**src/design/hftd_pkg.sv**
```systemverilog
`default_nettype none

package hftd_pkg;

   localparam int OUT_SYM_W = 8;
   localparam logic [OUT_SYM_W-1:0] END_SYMBOL_RESET = 8'd7;

   typedef struct packed {
      logic code_bit;
      logic frame_start;
   } req_type;

   typedef struct packed {
      logic [OUT_SYM_W-1:0] symbol;
      logic                 last;
      logic                 error;
   } rsp_type;

   // strobes from the decode control to the tree memories
   typedef struct packed {
      logic node_wr;
      logic node_rd;
      logic stack_wr;
      logic stack_rd;
   } mem_ctl_type;

endpackage

`default_nettype wire

```
**src/design/hftd_rsp_queue.sv**
```systemverilog
`default_nettype none

module hftd_rsp_queue (
   input  wire logic              clock,
   input  wire logic              reset,
   input  wire logic              push_valid,
   input  wire hftd_pkg::rsp_type push_data,
   output logic                   full,
   output logic                   rsp_valid,
   input  wire logic              rsp_ready,
   output hftd_pkg::rsp_type      rsp_data
);

   hftd_pkg::rsp_type slot_ff [2];
   logic       wr_ptr_ff, wr_ptr_in;
   logic       rd_ptr_ff, rd_ptr_in;
   logic [1:0] count_ff, count_in;
   logic       pop;

   assign pop       = rsp_valid && rsp_ready;
   assign rsp_valid = (count_ff != 2'd0);
   assign full      = (count_ff == 2'd2);
   assign rsp_data  = slot_ff[rd_ptr_ff];

   always_comb begin
      wr_ptr_in = push_valid ? ~wr_ptr_ff : wr_ptr_ff;
      rd_ptr_in = pop ? ~rd_ptr_ff : rd_ptr_ff;
      count_in  = count_ff + {1'b0, push_valid} - {1'b0, pop};
   end

   always_ff @(posedge clock) begin
      if (reset) begin
         wr_ptr_ff <= 1'b0;
         rd_ptr_ff <= 1'b0;
         count_ff  <= 2'd0;
      end else begin
         wr_ptr_ff <= wr_ptr_in;
         rd_ptr_ff <= rd_ptr_in;
         count_ff  <= count_in;
      end
   end

   always_ff @(posedge clock) begin
      if (push_valid) begin
         slot_ff[wr_ptr_ff] <= push_data;
      end
   end

endmodule

`default_nettype wire

```
**config.mk**
```make
export PLATFORM = sky130hd
export DESIGN_NAME = hftd_rsp_queue
export DESIGN_NICKNAME = d
export VERILOG_FILES = /design/src/design/hftd_pkg.sv /design/src/design/hftd_rsp_queue.sv
export SDC_FILE = /design/constraint.sdc
export NUM_CORES = 1
export LEC_CHECK = 0
export BUFFER_PORTS_ARGS = -buffer_cell sky130_fd_sc_hd__buf_4
export CAP_MARGIN = 40
export CELL_PAD_IN_SITES_DETAIL_PLACEMENT = 1
export CELL_PAD_IN_SITES_GLOBAL_PLACEMENT = 2
export CORE_ASPECT_RATIO = 1.1
export CORE_MARGIN = 1
export CORE_UTILIZATION = 28
export CTS_CLUSTER_DIAMETER = 200
export DETAILED_ROUTE_END_ITERATION = 16
export PLACE_DENSITY = 0.66
export SYNTH_ARGS = -nofsm -noshare
export SYNTH_HDL_FRONTEND = slang
export SYNTH_SLANG_ARGS = --single-unit
```
**constraint.sdc**
```tcl
create_clock -name clock -period 1.8 [get_ports clock]
set_input_delay 0.09 -clock clock [delete_from_list [all_inputs] [get_ports clock]]
set_output_delay 0.09 -clock clock [all_outputs]
set_load 0.01 [all_outputs]
```
# Yosys cells after proc, flatten, opt, wreduce, memory -nomap -nowiden
# Memory sizes are Yosys's and may differ from the RTL's. A register that Yosys moved wholly into a read port is not among the register bits.
# Cells that the tools add are included.
[word_totals]
in_bits = 14
regBits = 4
out_inout_bits = 12
mem_count = 1
mem_bits_ro = 0
latchBits = 0
word_cells = 15
mem_bits_rw = 20
[memory_table]
columns = ["memory", "words", "width", "read_ports", "rd_clocked_by_memory_dff", "wr", "line_no", "rtl"]
rows = [
  ["slot_ff", 2, 10, 1, 1, 1, "hftd_rsp_queue.sv:14", "hftd_pkg::rsp_type slot_ff [2];"],
]
[classes]
multipliers = 0
magnitude_cmp = 0
n_bitwise = 2
reduce_logical = 2
n_addsub = 2
div_mod_pow = 0
n_eq_ne = 1
mux = 4
shift = 0
[ops]
columns = ["operator", "n"]
rows = [
  ["$mux 1", 4],
  ["$add 2x1->2", 1],
  ["$eq 2x2->1 const B", 1],
  ["$not 1->1", 2],
  ["$reduce_bool 2->1", 1],
  ["$sub 2x1->2", 1],
  ["$logic_and 1x1->1", 1],
]

# Longest topological paths before layout
# Gate-level depths: netlist of the first run.
[depth]
depth_word = 4
ltp_mapped = 6
depth_no_buf = 6

# Worst setup path before layout of the first run
# OpenSTA, ideal clock, no wires.
[synth_timing]
path_type = "reg-to-reg"
from = "register count_ff[1]"
to = "register count_ff[1]"
stages_incl_launch_ff = 7
t_arrival_ps = 1209
t_required_ps = 1690
slack_ps = 481
path_buffers = 0
synth_period_minus_slack_ps = 1319
setup_ps = 110
path_cell_list = "dfxtp_1 -> o21a_1 -> ha_1 -> inv_1 -> ha_1 -> xnor3_1 -> nor2_1"
[synth_via]
elab_chain_cells = 3
word_cells_on_any_way = 4
cone_classes = "2 x add/sub; 2 x reduce/logical"
[synth_lines]
columns = ["element", "line_no", "rtl"]
rows = [
  ["from (decl)", "hftd_rsp_queue.sv:17", "logic [1:0] count_ff, count_in;"],
  ["from (signal assigned)", "hftd_rsp_queue.sv:39", "count_ff <= count_in;"],
  ["$reduce_bool 2->1", "hftd_rsp_queue.sv:21", "assign rsp_valid = (count_ff != 2'd0);"],
  ["$logic_and 1x1->1", "hftd_rsp_queue.sv:20", "assign pop = rsp_valid && rsp_ready;"],
  ["via pop", "hftd_rsp_queue.sv:18", "logic pop;"],
  ["$sub 2x1->2", "hftd_rsp_queue.sv:28", "count_in = count_ff + {1'b0, push_valid} - {1'b0, pop};"],
]
# The timed path passes the listed nets, and every way through them passes these cells.
# A chain may end at the register's enable or synchronous reset.

==> PnR_summary.wiki, run 1 <==
{| class="wikitable"
! Metric !! Value
|-
| Result of the run || finished with violations
|-
| Violations in the final reports || DRC
|-
| Via count || 572
|-
| Area of combinational cells with multiple inputs || 248 um2
|-
| Pin slew with the least headroom to its limit || 493 ps
|-
| Final Routed Wirelength || 1660 um
|-
| Clock skew after layout || 1.50 ps
|-
| Mapped Avg Cell Area || 17.8 um2
|-
| Number of iterations in the first detailed-routing pass || 9
|-
| Total setup violations reported at the end of the flow || 0
|-
| Initial antenna violation count || 0
|-
| Setup repair after global routing missed its margin || false
|-
| Share of total power consumed by net switching || 0.261
|-
| Remaining design rule violation count || 4
|-
| Count of buffers inserted at the top-level ports || 25
|-
| Synthesized flop and latch total || 25
|-
| Max capacitance violation total || 0
|-
| Core Box Area || 0.00315 mm2
|-
| Headroom to the max-slew limit || 0.671
|-
| Seq pwr share || 0.522
|-
| Final critical delay including setup and external delays || 1580 ps
|-
| Leakage power || 0.527 nW
|-
| Classification of the worst-slack hold path || primary input to register
|-
| Critical path arrival || 1490 ps
|-
| Clock Latency Late Sink || 300 ps
|-
| Remaining Overflow, GRT || 0
|-
| Path depth of the worst reg2reg path || 6
|-
| Starting density of the core || 0.305
|-
| GR Util All Layers || 0.107
|-
| CP startpoint kind || register
|-
| Gates resized, CTS repair || 0
|-
| Part of the Yosys area used for sequential elements || 0.729
|-
| CTS root buf || clkbuf_4
|-
| Iteration-0 DRC count of the detailed router || 16
|-
| Top cell type's share of synthesized area || 0.625
|-
| Post-synth cell types || 13
|-
| Register area || 701 um2
|-
| Hold Path Stages || 3
|-
| Critical Setup Path Class || register to output pin
|-
| Pin count of the biggest net entering global routing || 14
|-
| Maximum vdd drop || 0.529 mV
|-
| Depth of the CTS H-tree || 1
|-
| Kind of capture point of the worst setup path || output pin
|-
| Number of hold buffers added after CTS || 11
|-
| Yosys Warn Count || 0
|-
| Number of buffers added by the clock tree synthesis step || 3
|-
| Switching power || 379 uW
|-
| Post-Syn Instances || 54
|-
| Clock slew at the register clock pins of the worst setup and hold paths || 130 ps
|-
| Routed Antenna Nets || 0
|-
| Final HPWL DP || 1200 um
|-
| Count of inserted antenna diode cells || 0
|-
| Netlist area before placement || 961 um2
|-
| Power density over the cells || 1090 mW/mm2
|-
| Setup TNS || 0 ps
|-
| Drt via density || 4.47
|-
| Combinational cell fraction of total power || 0.315
|-
| Count of fill cells added during filler insertion || 339
|-
| Nets@finish || 111
|-
| Internal power of the cells || 1.07 mW
|-
| Hold violation total from the final report || 0
|-
| RD Place Congestion || 0.573
|-
| Leading cell types in the layout, fill and taps excluded || buf_4, edfxtp_1, mux2_2
|-
| Clk sink count || 25
|-
| Rows || 21
|-
| Height of the die || 63.4 um
|-
| Clock Tree Buf Depth || 2
|-
| Data required time at the worst endpoint || 1710 ps
|-
| Ratio of cells with drive above 1 in the final layout || 0.447
|-
| Final clock period utilization by the worst path || 0.877
|-
| Final design instance area without fill || 0.00133 mm2
|-
| DR WL/cell || 13.0 um
|-
| Leading cell types by total area after synthesis || edfxtp_1, mux2_2, dfxtp_1
|-
| Placed inst area || 0.00119 mm2
|-
| Vias in the first global route || 626
|-
| I/O Pins || 26
|-
| Number of max-slew violations in the final report || 0
|-
| CTS tree || built
|-
| Clock share of power || 0.163
|-
| Worst-path maximum fanout || 10
|-
| Max frequency || 633 MHz
|-
| Setup fix buffers added after clock tree synthesis || 0
|-
| Most common cell after layout, fill and taps aside || buf_4
|-
| Area overhead of the layout relative to synthesis || 38.4%
|-
| Largest area contributor in the netlist || edfxtp_1
|-
| Global-route wire length before repair || 2900 um
|-
| Syn Nets || 70
|-
| Horizontal die dimension || 57.9 um
|-
| Area of the die || 0.00367 mm2
|}
==> stage by stage <==
stage	power [mW]	hold WS (ps)	std cells	worst slack, ps	utilization
after detailed placement	1.22	279	113	372	0.379
after global placement	1.20	275	113	452	0.379
after floorplan	1.03	162	54	481	-
after global routing	1.56	35.1	128	110	0.422
after CTS	1.47	43.5	128	190	0.422
final	1.45	47.1	128	221	0.422
==> power groups by stage <==
stage | clock (mW) | combinational [mW] | sequential, mW
2_1_floorplan | 0 | 0.294 | 0.731
3_5_place_dp | 0 | 0.447 | 0.772
3_3_place_gp | 0 | 0.434 | 0.763
6_report | 0.237 | 0.457 | 0.756
4_1_cts | 0.248 | 0.468 | 0.757
5_1_grt | 0.286 | 0.503 | 0.770
==> cells in the mapped netlist <==
master    count
edfxtp_1     20
mux2_2       12
dfxtp_1       5
nor2b_1       4
nor2_1        3
ha_1          2
inv_1         2
and2_1        1
buf_2         1
o21a_1        1
or2_2         1
xnor2_1       1
xnor3_1       1
==> per-layer routing <==
metal	vias to the layer above	global-route usage	share of wire
li1	277	-	-
met1	275	0.123	0.41
met2	18	0.188	0.52
met3	2	0.0287	0.061
met4	0	0.0357	0.0066
met5	-	0	0
==> critical path, cell delays in order, from the launching register on <==
cell and delay, ps:
dfxtp_1 650, mux2_2 390, buf_4 140
==> sequential cells by signal, indices dropped and copies added, names as in the netlist, named ones only <==
register	flops
rd_ptr_ff	1
count_ff	2
slot_ff	20
wr_ptr_ff	1
==> worst paths after layout <==
| check | from | to | slack (ps) |
|---|---|---|---|
| max reg2reg | count_ff[1] | count_ff[1] | 370 |
| max | register | rsp_data[9] | 220 |
| min reg2reg | wr_ptr_ff | wr_ptr_ff | 560 |
| min | push_valid | wr_ptr_ff | 50 |
==> cell families after synthesis <==
family | synth area share
flops | 0.729
mux | 0.141
simple gates | 0.0508
buf+inv | 0.0130
xor+xnor | 0.0326
fa+ha+maj | 0.0260
compound gates | 0.00782
==> cell type report <==
type,count,share of cell area
Clock buffer,4,0.0198
Inverter,2,0.00564
Sequential cell,25,0.527
Tap cell,34,0.0320
Multi-Input combinational cell,26,0.186
Timing Repair Buffer,37,0.230
No activity file was read; power rests on OpenSTA's default activity.
==> run 2, diff against run 1 <==
--- a/config.mk
+++ b/config.mk
@@ -5,7 +5,6 @@
 export SDC_FILE = /design/constraint.sdc
 export NUM_CORES = 1
 export LEC_CHECK = 0
-export BUFFER_PORTS_ARGS = -buffer_cell sky130_fd_sc_hd__buf_4
 export CAP_MARGIN = 40
 export CELL_PAD_IN_SITES_DETAIL_PLACEMENT = 1
 export CELL_PAD_IN_SITES_GLOBAL_PLACEMENT = 2
@@ -14,7 +13,8 @@
 export CORE_UTILIZATION = 28
 export CTS_CLUSTER_DIAMETER = 200
 export DETAILED_ROUTE_END_ITERATION = 16
-export PLACE_DENSITY = 0.66
+export DONT_BUFFER_PORTS = 1
+export PLACE_DENSITY_LB_ADDON = 0.1
 export SYNTH_ARGS = -nofsm -noshare
 export SYNTH_HDL_FRONTEND = slang
 export SYNTH_SLANG_ARGS = --single-unit
==> run 2 against run 1 <==
The run still ends with DRC left. Global-route usage decreased by 0.88 points. Register-to-register slack lost 90 ps. Die area unchanged. Non-clock buffer count decreased by 24. Critical endpoint is now count_ff[1]. Largest power group unchanged. Highest routed layer unchanged.
==> PnR_summary.wiki, run 2 (same netlist as run 1, synthesis figures left out) <==
{| class="wikitable"
! Metric !! Value
|-
| Switching power || 363 uW
|-
| Max frequency || 656 MHz
|-
| Headroom to the max-slew limit || 0.669
|-
| CTS tree || built
|-
| Placement Setup Slack || 303 ps
|-
| Ratio of cells with drive above 1 in the final layout || 0.243
|-
| Startpoint of the lowest-slack register-to-register path || count_ff[1]
|-
| Iteration-0 DRC count of the detailed router || 6
|-
| Gates resized, CTS repair || 0
|-
| Setup slack, reg-to-reg || 280 ps
|-
| Violations in the final reports || DRC
|-
| Setup repair after global routing missed its margin || false
|-
| CTS root buf || clkbuf_4
|-
| Hold violation total from the final report || 0
|-
| Clock Latency Late Sink || 300 ps
|-
| Hold Path Stages || 2
|-
| CP startpoint kind || register
|-
| Post-route setup slack || 276 ps
|-
| Worst Min Path Start || reset
|-
| Max stage delay cell, worst path || dfxtp_1
|-
| Depth of the CTS H-tree || 1
|-
| Rows || 21
|-
| Leading cell types in the layout, fill and taps excluded || edfxtp_1, mux2_2, dlygate4sd3_1
|-
| Area overhead of the layout relative to synthesis || 19.9%
|-
| Remaining design rule violation count || 1
|-
| Setup TNS || 0 ps
|-
| Final Routed Wirelength || 1640 um
|-
| Area of the die || 0.00367 mm2
|-
| Clock Tree Buf Depth || 2
|-
| Seq pwr share || 0.560
|-
| Combinational cell fraction of total power || 0.270
|-
| Total Power || 1.34 mW
|-
| DR WL/cell || 15.8 um
|-
| Critical Setup Path Class || register to register
|-
| CP cell instances || o21a_1, ha_1, inv_1, ha_1, xnor3_1, nor2_1
|-
| Final clock period utilization by the worst path || 0.846
|-
| Maximum vdd drop || 0.407 mV
|-
| Kind of capture point of the worst setup path || register
|-
| Power density over the cells || 1160 mW/mm2
|-
| I/O Pins || 26
|-
| Data required time at the worst endpoint || 2040 ps
|-
| Number of max-slew violations in the final report || 0
|-
| Remaining Overflow, GRT || 0
|-
| Final critical delay including setup and external delays || 1520 ps
|-
| Largest stage delay on the critical path || 360 ps
|-
| Initial antenna violation count || 0
|-
| GR Util All Layers || 0.0980
|-
| Core Box Area || 0.00315 mm2
|-
| Vias in the first global route || 557
|-
| Critical path arrival || 1760 ps
|-
| Max capacitance violation total || 0
|-
| Clock share of power || 0.171
|-
| Clk sink count || 25
|-
| Path depth of the worst reg2reg path || 6
|-
| Global-route wire length before repair || 2620 um
|-
| Pin count of the biggest net entering global routing || 14
|-
| Pin slew with the least headroom to its limit || 496 ps
|-
| Top flop regs || slot_ff x20, count_ff x2
|-
| Leakage power || 0.412 nW
|-
| Number of buffer and inverter instances along the worst setup path || 1
|-
| RD Place Congestion || 0.712
|-
| Largest reg by FF count || slot_ff
|-
| Internal power of the cells || 978 uW
|-
| Starting density of the core || 0.305
|-
| Height of the die || 63.4 um
|-
| Share of total power consumed by net switching || 0.271
|-
| Worst R2R End || count_ff[1]
|-
| Result of the run || finished with violations
|-
| Number of flip-flops under the largest register name || 20
|-
| Clock skew after layout || 1.35 ps
|-
| Number of buffers added by the clock tree synthesis step || 3
|-
| Horizontal die dimension || 57.9 um
|-
| Top delay family on crit path || adder cells
|-
| Total setup violations reported at the end of the flow || 0
|-
| Clock slew at the register clock pins of the worst setup and hold paths || 120 ps
|-
| Via count || 468
|-
| Most common cell after layout, fill and taps aside || edfxtp_1
|-
| Nets@finish || 87
|-
| Routed Antenna Nets || 0
|-
| Dominant cell type by count on the critical path || ha_1
|-
| Number of iterations in the first detailed-routing pass || 9
|-
| Count of inserted antenna diode cells || 0
|-
| Worst-path maximum fanout || 4
|-
| Classification of the worst-slack hold path || primary input to register
|-
| Count of buffers inserted at the top-level ports || 0
|-
| Drt via density || 4.50
|}
run 2: cell types whose count changed in the layout (fill, tap and decap cells not counted):
cell / delta
buf_4: -25
dlygate4sd3_1: +1
run 2: what timing repair did:
| item | CTS | global route |
|---|---|---|
| endpoints found under the hold margin | 23 | 0 |
| hold buffers | 12 | 0 |
| buffers inserted | 0 | 0 |
run 2: cell type report:
class                   count  area (um2)
fillers                   333        2000
flip-flops and latches     25         701
multi-input cells          26         248
repair buffers             13         128
well taps                  34        42.5
clock buffers               4        26.3
inverters                   2        7.51
run 2: worst max-delay path by stage:
stage / startpoint / end / depth (start not counted)
final: count_ff[1] / count_ff[1] / 6
after global routing: count_ff[1] / count_ff[1] / 6
after CTS: count_ff[1] / count_ff[1] / 6
after detailed placement: count_ff[1] / count_ff[1] / 6
after global placement: count_ff[1] / count_ff[1] / 6
after floorplan: count_ff[1] / count_ff[1] / 6
run 2: worst register-to-register path, cell delays in order (launching register included):
cell     delay, ps
dfxtp_1        360
o21a_1         230
ha_1           290
inv_1           70
ha_1           170
xnor3_1        220
nor2_1         120
run 2: metal layers:
metal / up-vias / wire length [um] / GRT usage
met5: - / 0 / 0
met4: 0 / 19 / 0.0446
met3: 2 / 119 / 0.0349
met2: 15 / 951 / 0.181
met1: 223 / 552 / 0.0942
li1: 228 / - / -
run 2: power by group through the flow:
stage	logic, mW	clock network [mW]	registers, mW
after floorplan	0.294	0	0.731
after global placement	0.299	0	0.759
after detailed placement	0.337	0	0.769
after CTS	0.366	0.243	0.755
after global routing	0.401	0.275	0.765
final	0.362	0.229	0.751
run 2: through the flow:
| step | cell area, um2 | utilization | hold WS (ps) | cells |
|---|---|---|---|---|
| CTS | 1150 | 0.365 | 68.7 | 104 |
| global placement | 1010 | 0.319 | 164 | 88 |
| detailed placement | 1010 | 0.319 | 167 | 88 |
| floorplan | 961 | - | 162 | 54 |
| finish | 1150 | 0.365 | 86.6 | 104 |
| global route | 1150 | 0.365 | 68.4 | 104 |
==> run 3, diff against run 2 <==
==> constraint.sdc (replaced) <==
create_clock -name clock -period 1.3 [get_ports clock]
set_input_delay 0.065 -clock clock [delete_from_list [all_inputs] [get_ports clock]]
set_output_delay 0.065 -clock clock [all_outputs]
set_load 0.01 [all_outputs]
==> run 3 against run 2 <==
First-iteration DRC count unchanged. Sequential share of layout area fell by 5.0 points. Fmax is 14% higher. Largest cell class unchanged. Combinational power is 100% higher. Worst setup slack lost 310 ps. Clock skew up 3.2 ps. Utilization up 3.5 points. The flow finishes with violations (DRC, hold timing, setup timing).
==> PnR_summary.wiki, run 3 (same netlist as run 1, synthesis figures left out) <==
{| class="wikitable"
! Metric !! Value
|-
| Result of the run || finished with violations
|-
| Violations in the final reports || DRC, hold timing, setup timing
|-
| Total setup violations reported at the end of the flow || 1
|-
| Critical Path Stages || 6
|-
| Routed Antenna Nets || 0
|-
| Core Box Area || 0.00315 mm2
|-
| Worst R2R End || count_ff[1]
|-
| GR Util All Layers || 0.0945
|-
| Pin slew with the least headroom to its limit || 232 ps
|-
| Headroom to the max-slew limit || 0.845
|-
| Global-route wire length before repair || 2590 um
|-
| Dominant cell type by count on the critical path || ha_4
|-
| Area overhead of the layout relative to synthesis || 31.2%
|-
| Nets@finish || 95
|-
| Setup TNS || -36.3 ps
|-
| Placement Setup Slack || -78.9 ps
|-
| Remaining design rule violation count || 2
|-
| Final HPWL DP || 1240 um
|-
| Setup repair after global routing missed its margin || true
|-
| Kind of capture point of the worst setup path || register
|-
| Leading cell types in the layout, fill and taps excluded || edfxtp_1, mux2_2, dlygate4sd3_1
|-
| Area of the die || 0.00367 mm2
|-
| RD Place Congestion || 0.651
|-
| I/O Pins || 26
|-
| Vias in the first global route || 552
|-
| Top delay family on crit path || flip-flops
|-
| Clock skew after layout || 4.56 ps
|-
| Ratio of cells with drive above 1 in the final layout || 0.436
|-
| Initial antenna violation count || 0
|-
| Iteration-0 DRC count of the detailed router || 6
|-
| Rows || 21
|-
| Drt via density || 4.47
|-
| DR WL/cell || 15.1 um
|-
| Depth of the CTS H-tree || 1
|-
| Clock slew at the register clock pins of the worst setup and hold paths || 120 ps
|-
| Core Util, Final || 0.400
|-
| Starting density of the core || 0.305
|-
| Remaining Overflow, GRT || 0
|-
| Number of flip-flops under the largest register name || 20
|-
| Clock Tree Buf Depth || 2
|-
| Number of hold buffers added after CTS || 11
|-
| CTS root buf || clkbuf_4
|-
| Classification of the worst-slack hold path || primary input to register
|-
| Number of iterations in the first detailed-routing pass || 10
|-
| Horizontal die dimension || 57.9 um
|-
| Height of the die || 63.4 um
|-
| Final clock period utilization by the worst path || 1.03
|-
| Final Routed Wirelength || 1690 um
|-
| Largest reg by FF count || slot_ff
|-
| Startpoint of the lowest-slack register-to-register path || count_ff[0]
|-
| Post-route setup slack || -36.3 ps
|-
| Hold Path Stages || 1
|-
| Max stage delay cell, worst path || dfxtp_2
|-
| Post-Route Hold Slack || -203 ps
|-
| Critical Setup Path Class || register to register
|-
| Critical path arrival || 1580 ps
|-
| Placed inst area || 0.00106 mm2
|-
| Max frequency || 748 MHz
|-
| Top flop regs || slot_ff x20, count_ff x2
|-
| Final critical delay including setup and external delays || 1340 ps
|-
| Count of inserted antenna diode cells || 0
|-
| Critical path endpoint || count_ff[1]
|-
| Number of max-slew violations in the final report || 0
|-
| Launch point of the worst path || count_ff[0]
|-
| Path depth of the worst reg2reg path || 6
|-
| Maximum vdd drop || 0.657 mV
|-
| Largest stage delay on the critical path || 350 ps
|-
| Count of buffers inserted at the top-level ports || 0
|-
| CTS tree || built
|-
| CP cell instances || o21a_4, ha_4, inv_2, ha_4, xnor3_1, nor2_1
|-
| CP startpoint kind || register
|-
| Number of buffer and inverter instances along the worst setup path || 1
|-
| Pin count of the biggest net entering global routing || 14
|-
| Power density over the cells || 1650 mW/mm2
|-
| Via count || 501
|-
| Hold violation total from the final report || 2
|-
| Clk sink count || 25
|-
| Max capacitance violation total || 0
|-
| Worst-path maximum fanout || 3
|-
| Clock Latency Late Sink || 300 ps
|-
| Number of buffers added by the clock tree synthesis step || 3
|-
| Most common cell after layout, fill and taps aside || edfxtp_1
|-
| Final design instance area without fill || 0.00126 mm2
|-
| Leakage power || 0.462 nW
|-
| Setup slack, reg-to-reg || -40 ps
|-
| Data required time at the worst endpoint || 1550 ps
|}
[run 3: cell count changes in the layout (fill, tap and decap cells not counted), sizes merged]
cell / delta
buf: +9
dlygate4sd3: -1
[run 3: per-stage QoR]
step,power (mW),instances,hold WS (ps)
after floorplan,1.42,54,137
after global placement,1.54,95,138
after detailed placement,1.59,95,141
after CTS,2.04,111,-217
after global routing,2.22,112,-229
final,2.08,112,-203
[run 3: area by class of cell]
cell class / instances / area, um2
clock buffer: 4 / 26.3
fill: 330 / 1890
inverter: 2 / 7.51
multi-input combinational: 26 / 288
sequential: 25 / 704
tap: 34 / 42.5
timing repair buffer: 21 / 193
[run 3: repair_timing]
action / 4_1_cts / 5_1_grt
endpoints found under the setup margin: 10 / 12
gates resized for setup: 6 / 7
buffers inserted: 1 / 0
hold endpoints to repair: 23 / 2
pin swaps: 1 / 3
gates cloned: 0 / 1
[run 3: power by group]
group | leakage, nW | internal [mW] | total (mW) | switching [mW]
Clock | 0.0150 | 0.119 | 0.322 | 0.203
Sequential | 0.230 | 0.968 | 1.02 | 0.0503
Combinational | 0.217 | 0.444 | 0.740 | 0.296
Total | 0.462 | 1.53 | 2.08 | 0.549
[run 3: worst min-delay path by stage]
stage	startpoint	to
2_1_floorplan	reset	count_ff[0]
5_1_grt	reset	count_ff[0]
3_5_place_dp	reset	wr_ptr_ff
3_3_place_gp	reset	count_ff[1]
4_1_cts	reset	count_ff[0]
6_report	reset	count_ff[0]
[run 3: layer usage]
| layer | global-route usage | vias to the layer above | part of all wire |
|---|---|---|---|
| met5 | 0 | - | 0 |
| met4 | 0.0357 | 0 | 0 |
| met3 | 0.0267 | 0 | 0.079 |
| met2 | 0.161 | 18 | 0.54 |
| met1 | 0.111 | 238 | 0.38 |
| li1 | - | 245 | - |
[run 3: worst reg2reg max path: cells and delay by family (launching register included)]
family	cells	cell delay [ps]
buffers and inverters	1	60
adders and majority gates	2	350
xor gates and xnor gates	1	200
AOI/OAI and AO/OA	1	220
DFF	1	350
and+or+nand+nor	1	100
